$ cat src/design/lzss_pkg.sv
// Package for the LZ77 token encoder: payload structs, sizes, DEFLATE tables.
// Used by every module of the block.
`default_nettype none
package lzss_pkg;
  localparam int WindowSizeDefault    = 4096;
  localparam int LookaheadSizeDefault = 258;
  localparam int MinMatch             = 3;
  localparam int MaxMatch             = 258;
  localparam int LenSymbolBase        = 257;

  localparam logic CmdPush  = 1'b0;
  localparam logic CmdDrain = 1'b1;

  typedef struct packed {
    logic       command;
    logic [7:0] byte_value;
  } in_item_t;

  typedef struct packed {
    logic       is_match;
    logic [7:0] literal;
    logic [8:0] match_length;
    logic [8:0] length_symbol;
    logic [4:0] length_extra;
    logic [4:0] distance_symbol;
    logic [9:0] distance_extra;
    logic       last_token;
  } out_item_t;

  // Work request from the front to the search engine.
  typedef struct packed {
    logic       command;
    logic [7:0] byte_value;
  } req_t;

  function automatic logic [8:0] len_base(input logic [4:0] i);
    logic [8:0] r;
    begin
      case (i)
        5'd0: r = 9'd3;    5'd1: r = 9'd4;    5'd2: r = 9'd5;    5'd3: r = 9'd6;
        5'd4: r = 9'd7;    5'd5: r = 9'd8;    5'd6: r = 9'd9;    5'd7: r = 9'd10;
        5'd8: r = 9'd11;   5'd9: r = 9'd13;   5'd10: r = 9'd15;  5'd11: r = 9'd17;
        5'd12: r = 9'd19;  5'd13: r = 9'd23;  5'd14: r = 9'd27;  5'd15: r = 9'd31;
        5'd16: r = 9'd35;  5'd17: r = 9'd43;  5'd18: r = 9'd51;  5'd19: r = 9'd59;
        5'd20: r = 9'd67;  5'd21: r = 9'd83;  5'd22: r = 9'd99;  5'd23: r = 9'd115;
        5'd24: r = 9'd131; 5'd25: r = 9'd163; 5'd26: r = 9'd195; 5'd27: r = 9'd227;
        default: r = 9'd258;
      endcase
      return r;
    end
  endfunction

  function automatic logic [15:0] dist_base(input logic [4:0] i);
    logic [15:0] r;
    begin
      case (i)
        5'd0: r = 16'd1;      5'd1: r = 16'd2;      5'd2: r = 16'd3;
        5'd3: r = 16'd4;      5'd4: r = 16'd5;      5'd5: r = 16'd7;
        5'd6: r = 16'd9;      5'd7: r = 16'd13;     5'd8: r = 16'd17;
        5'd9: r = 16'd25;     5'd10: r = 16'd33;    5'd11: r = 16'd49;
        5'd12: r = 16'd65;    5'd13: r = 16'd97;    5'd14: r = 16'd129;
        5'd15: r = 16'd193;   5'd16: r = 16'd257;   5'd17: r = 16'd385;
        5'd18: r = 16'd513;   5'd19: r = 16'd769;   5'd20: r = 16'd1025;
        5'd21: r = 16'd1537;  5'd22: r = 16'd2049;  5'd23: r = 16'd3073;
        5'd24: r = 16'd4097;  5'd25: r = 16'd6145;  5'd26: r = 16'd8193;
        5'd27: r = 16'd12289; 5'd28: r = 16'd16385;
        default: r = 16'd24577;
      endcase
      return r;
    end
  endfunction

  // Length symbol index: largest i with len_base(i) <= len.
  function automatic logic [4:0] len_index(input logic [8:0] len);
    logic [4:0] r;
    begin
      r = 5'd0;
      for (int i = 1; i < 29; i++) begin
        if (len_base(5'(i)) <= len) r = 5'(i);
      end
      return r;
    end
  endfunction

  function automatic logic [4:0] dist_index(input logic [15:0] d_val);
    logic [4:0] r;
    begin
      r = 5'd0;
      for (int i = 1; i < 30; i++) begin
        if (dist_base(5'(i)) <= d_val) r = 5'(i);
      end
      return r;
    end
  endfunction
endpackage
`default_nettype wire

$ cat src/design/lzss_front.sv
// Front end: accepts items and queues them for the search engine.
// Depends on lzss_pkg.
`default_nettype none
module lzss_front
  import lzss_pkg::*;
(
  input  wire logic     clk,
  input  wire logic     rst,
  input  wire in_item_t in_item,
  input  wire logic     in_valid,
  output logic          in_stall,
  output req_t          req,
  output logic          req_valid,
  input  wire logic     req_take
);
  // Two-entry queue.
  req_t       q [2];
  logic       rd_ptr, wr_ptr;
  logic [1:0] count;
  logic       push, pop;

  assign in_stall  = (count == 2'd2);
  assign push      = in_valid && !in_stall;
  assign pop       = req_valid && req_take;
  assign req_valid = (count != 2'd0);
  assign req       = q[rd_ptr];

  // Store and advance queue pointers.
  always_ff @(posedge clk) begin
    if (push) begin
      q[wr_ptr].command    <= in_item.command;
      q[wr_ptr].byte_value <= in_item.byte_value;
    end
    if (rst) begin
      rd_ptr <= 1'b0;
      wr_ptr <= 1'b0;
      count  <= 2'd0;
    end else begin
      if (push) wr_ptr <= ~wr_ptr;
      if (pop)  rd_ptr <= ~rd_ptr;
      count <= count + {1'b0, push} - {1'b0, pop};
    end
  end
endmodule
`default_nettype wire

$ cat config.mk
export PLATFORM = sky130hd
export DESIGN_NAME = lzss_front
export DESIGN_NICKNAME = d
export VERILOG_FILES = /design/src/design/lzss_pkg.sv /design/src/design/lzss_front.sv
export SDC_FILE = /design/constraint.sdc
export NUM_CORES = 1
export LEC_CHECK = 0
export BUFFER_PORTS_ARGS = -buffer_cell sky130_fd_sc_hd__buf_2
export CORE_MARGIN = 2
export CORE_UTILIZATION = 25
export CTS_BUF_LIST = sky130_fd_sc_hd__clkbuf_4
export CTS_CLUSTER_SIZE = 24
export DETAILED_ROUTE_END_ITERATION = 8
export RECOVER_POWER = 25
export SYNTH_ARGS = -nofsm -noshare
export SYNTH_HDL_FRONTEND = slang
export SYNTH_SLANG_ARGS = --single-unit
$ cat constraint.sdc
create_clock -name clk -period 2.35 [get_ports clk]
set_clock_uncertainty 0.2 [all_clocks]
set_input_delay 0.3525 -clock clk [delete_from_list [all_inputs] [get_ports clk]]
set_output_delay 0.3525 -clock clk [all_outputs]
set_load 0.02 [all_outputs]
* Yosys cells after proc, flatten, opt, wreduce, memory -nomap -nowiden *
Memory sizes are Yosys's and may differ from the RTL's. A register that Yosys moved wholly into a read port is not among the register bits.
Index checks and enable logic that the tools add are counted.

word-level totals
  bits of input ports = 13
  memories = 1
  memory bits (writable) = 18
  register bits after elaboration = 4
  word-level logic and storage cells = 17

operators by class
  equality and inequality tests = 1
  bitwise logic cells = 2
  add/subtract/negate cells = 2
  muxes and demuxes = 4
  reduce and logical (&&, ||, !) cells = 4

memory list
  memory  words  bits a word  read ports  clocked after memory_dff  write ports  RTL line          source
  q       2      9            1           1                         1            lzss_front.sv:17  req_t q [2];

operators by type and width
  kind                count
  $mux 1              4
  $add 2x1->2         1
  $eq 2x2->1 const B  1
  $logic_and 1x1->1   2
  $not 1->1           2
  $reduce_bool 2->1   1
  $sub 2x1->2         1
  $logic_not 1->1     1

* Depth between registers and ports, before layout *
  depth in word-level cells = 5
  depth in mapped cells = 8
  gate-level depth less buffers = 8

* Worst setup path before layout *
No wires, ideal clock.

  path type = reg-to-reg
  start point = reg count[1]
  end point = reg count[1]
  slack = 690 ps
  required time = 2,035 ps
  stages on the path, launching flop included = 8
  period minus slack after synthesis = 1,660 ps
  path buffers = 0
  data arrival time = 1,346 ps
  cell sequence = dfxtp_1 > o21a_2 > ha_1 > inv_1 > ha_1 > xor2_1 > xnor2_1 > nor2_1

on the way
  elaborated cells between the ends (all ways) = 7
  classes of those cells = add/sub (2); eq/ne (1); reduce/logical (4)

RTL lines
  what                      RTL line          source
  start: declaration        lzss_front.sv:19  logic [1:0] count;
  start signal: assignment  lzss_front.sv:41  count <= count + {1'b0, push} - {1'b0, pop};
  $reduce_bool 2->1         lzss_front.sv:25  assign req_valid = (count != 2'd0);
  $logic_and 1x1->1         lzss_front.sv:24  assign pop = req_valid && req_take;
  net pop                   lzss_front.sv:20  logic push, pop;
  $sub 2x1->2               lzss_front.sv:41

The timed path passes the listed nets, and every way through them passes these cells.
A chain may end at the register's enable or synchronous reset.

==> results_dict.tcl <==
set metrics [dict create \
    ir_worst_vdd_uv 607 \
    cts_sinks 23 \
    ys_ff_latch 23 \
    synth_warnings 0 \
    coreArea_um2 3360 \
    cts_tree "built" \
    nets 96 \
    fp.dieH_um 63.4 \
    cp_top_family "flip-flops" \
    num_vias 485 \
    drc 0 \
    routabilityCongestion 0.624 \
    syn-num-nets 69 \
    setup_viol 0 \
    dp.cells 122 \
    hold_class "in2reg" \
    power.internal_uw 726 \
    area.growth.synth_to_final_pct 21.8 \
    synth_cells 54 \
    grt_max_degree 14 \
    place_area_um2 1050 \
    cts_resized 0 \
    h-tree-depth 1 \
    comb_power_share_pct 31.8 \
    power.switching_uw 348 \
    hold_violations 0 \
    start_util_pct 26.2 \
    cts-hold-fix-buffers 0 \
    portBuffers 23 \
    dpl.hpwl_um 1030 \
    post_cts_buffers 0 \
    r2r_setup_slack_ns 0.62 \
    fin_total_pwr_mw 1.07 \
    ys_seq_area_share_pct 72.6 \
    rsz0062_at_grt "no" \
    fin_cells 126 \
    worst_pin_slew_ns 0.447 \
    endpoint "req[2]" \
    slowest_delay_ns 0.62 \
    fin_crit_ns 2.02 \
    avgSynthCellArea_um2 16.3 \
    start_kind "register" \
    pin_count 24 \
    grt-ovfl-total 0 \
    cp_num_cells 2 \
    p_leak_nw 0.429 \
    antenna-diode-count 0 \
    dieArea_um2 4020 \
    arrival_ns 1.47 \
    first_pass_iters 4 \
    placementRows 21 \
    grt_pass1_wl_um 2280 \
    r2r-start "count[0]" \
    worstPathRequired_ns 1.80 \
    track_usage_pct 7.50 \
    sw_frac_of_total_pct 32.4 \
    ys_types 21 \
    fp.dieW_um 63.4 \
    clockBufferDepth 2 \
    worstSkewPairLatency_ns 0.30 \
    slew_headroom_pct 70.1 \
    cts_made_buffers 3 \
    clkPwrFrac_pct 16.3 \
    slew_viol_final 0 \
    final.period_utilization_pct 86.0 \
    seqPwrFrac_pct 51.9 \
    crit_slowest_cell "dfxtp_1" \
    synth_area_um2 882 \
    drive_above_1_share_pct 41.3 \
    clk_pin_slew_worst_paths_ns 0.12 \
    worstPathMaxFanout 9 \
    criticalPathCategory "reg2out" \
    antenna_found_initial 0 \
    cp_num_buf_inv 1 \
    tns_ns 0 \
    ff2ff_path_depth 4 \
    grt_pass1_vias 497 \
    viasPerCell 3.85 \
    crit_chain "mux2_2 > buf_2" \
    routedWlPerCell_um 11.1 \
    critPathCaptureType "primary output" \
    utilization_pct 32.0 \
    drt_wl_total_um 1400 \
    pwr_density_cell_nw_per_um2 999 \
    status "finished clean" \
    drtIter0Drc 8 \
    cap_violations 0 \
    detail-route-antenna-nets 0 \
    design_area_um2 1070 \
    fmax_mhz 495 \
    r2r_end "q[0][2]" \
    root_buffer "clkbuf_4" \
]
## layout by cell type (no fill, tap or decap), types with 2 or more instances in the layout
cell and n:
edfxtp_1 18, nor2_1 3, mux2_1 6, buf_2 21
clkbuf_1 2, clkbuf_4 3, xnor2_1 2, inv_1 2
ha_1 2, dfxtp_1 5, mux2_2 3
## sequential cells by signal, indices dropped and copies added (netlist names), named ones only
| name | count |
|---|---|
| wr_ptr | 1 |
| count | 2 |
| rd_ptr | 1 |
| q | 18 |
## cell families (layout without fill, tap and decap cells)
family,after synthesis,in the layout,share of synthesized area (%)
xor+xnor,3,3,2.98
simple gates,9,9,5.68
fa+ha+maj,2,2,2.84
compound gates,3,3,2.13
buf+inv,5,31,2.27
flops,23,23,72.6
mux,9,9,11.5
## metal layers
| metal | share of wire (%) | global-route usage [%] | up-vias |
|---|---|---|---|
| li1 | - | - | 243 |
| met1 | 46 | 8.87 | 221 |
| met2 | 45 | 12.1 | 21 |
| met4 | 0 | 0.815 | 0 |
| met5 | 0 | 0 | - |
| met3 | 8.8 | 4.46 | 0 |
## power groups by stage
stage / Clock (mW) / Sequential (mW) / Combinational [mW]
after floorplan: 0 / 0.540 / 0.271
after global placement: 0 / 0.565 / 0.338
after detailed placement: 0 / 0.568 / 0.348
after CTS: 0.186 / 0.558 / 0.350
after global routing: 0.199 / 0.568 / 0.381
final: 0.175 / 0.557 / 0.342
## synth_stat cells
master	number	share of area (%)
inv_2	1	0.43
clkinv_1	1	0.43
mux2_1	6	7.7
dfxtp_1	5	11
or3_1	1	0.71
xor2_1	1	0.99
inv_1	2	0.85
mux2_2	3	3.8
and3_2	1	0.85
nand2_1	1	0.43
buf_2	1	0.57
a21oi_1	1	0.57
nand2b_2	1	0.99
edfxtp_1	18	61
ha_1	2	2.8
xnor2_1	2	2.0
nor2_1	3	1.3
nor2b_1	1	0.71
or2_2	1	0.71
o21ai_0	1	0.57
o21a_2	1	0.99
## how the worst min path moves through the flow
stage / from / cells after the start / endpoint / slack (ns)
2_1_floorplan: rst / 1 / wr_ptr / 0.22
3_3_place_gp: wr_ptr / 2 / wr_ptr / 0.27
3_5_place_dp: wr_ptr / 2 / wr_ptr / 0.28
4_1_cts: in_item[0] / 1 / q[1][0] / 0.01
5_1_grt: in_item[1] / 1 / q[0][1] / 0.007
6_report: in_item[5] / 1 / q[1][5] / 0.03
## stage by stage
step / setup WS, ns / hold WS (ns)
2_1_floorplan: 0.690 / 0.222
3_3_place_gp: 0.627 / 0.268
3_5_place_dp: 0.591 / 0.285
4_1_cts: 0.291 / 0.0149
5_1_grt: 0.239 / 0.00678
6_report: 0.328 / 0.0276
## area by class of cell
type | count | area (um2)
clock inverters | 1 | 5.00
flip-flops and latches | 23 | 641
inverters | 4 | 15.0
well taps | 46 | 57.6
fillers | 355 | 2290
repair buffers | 23 | 113
clock buffers | 3 | 22.5
multi-input cells | 26 | 221
(Power assumes the default switching activity.)
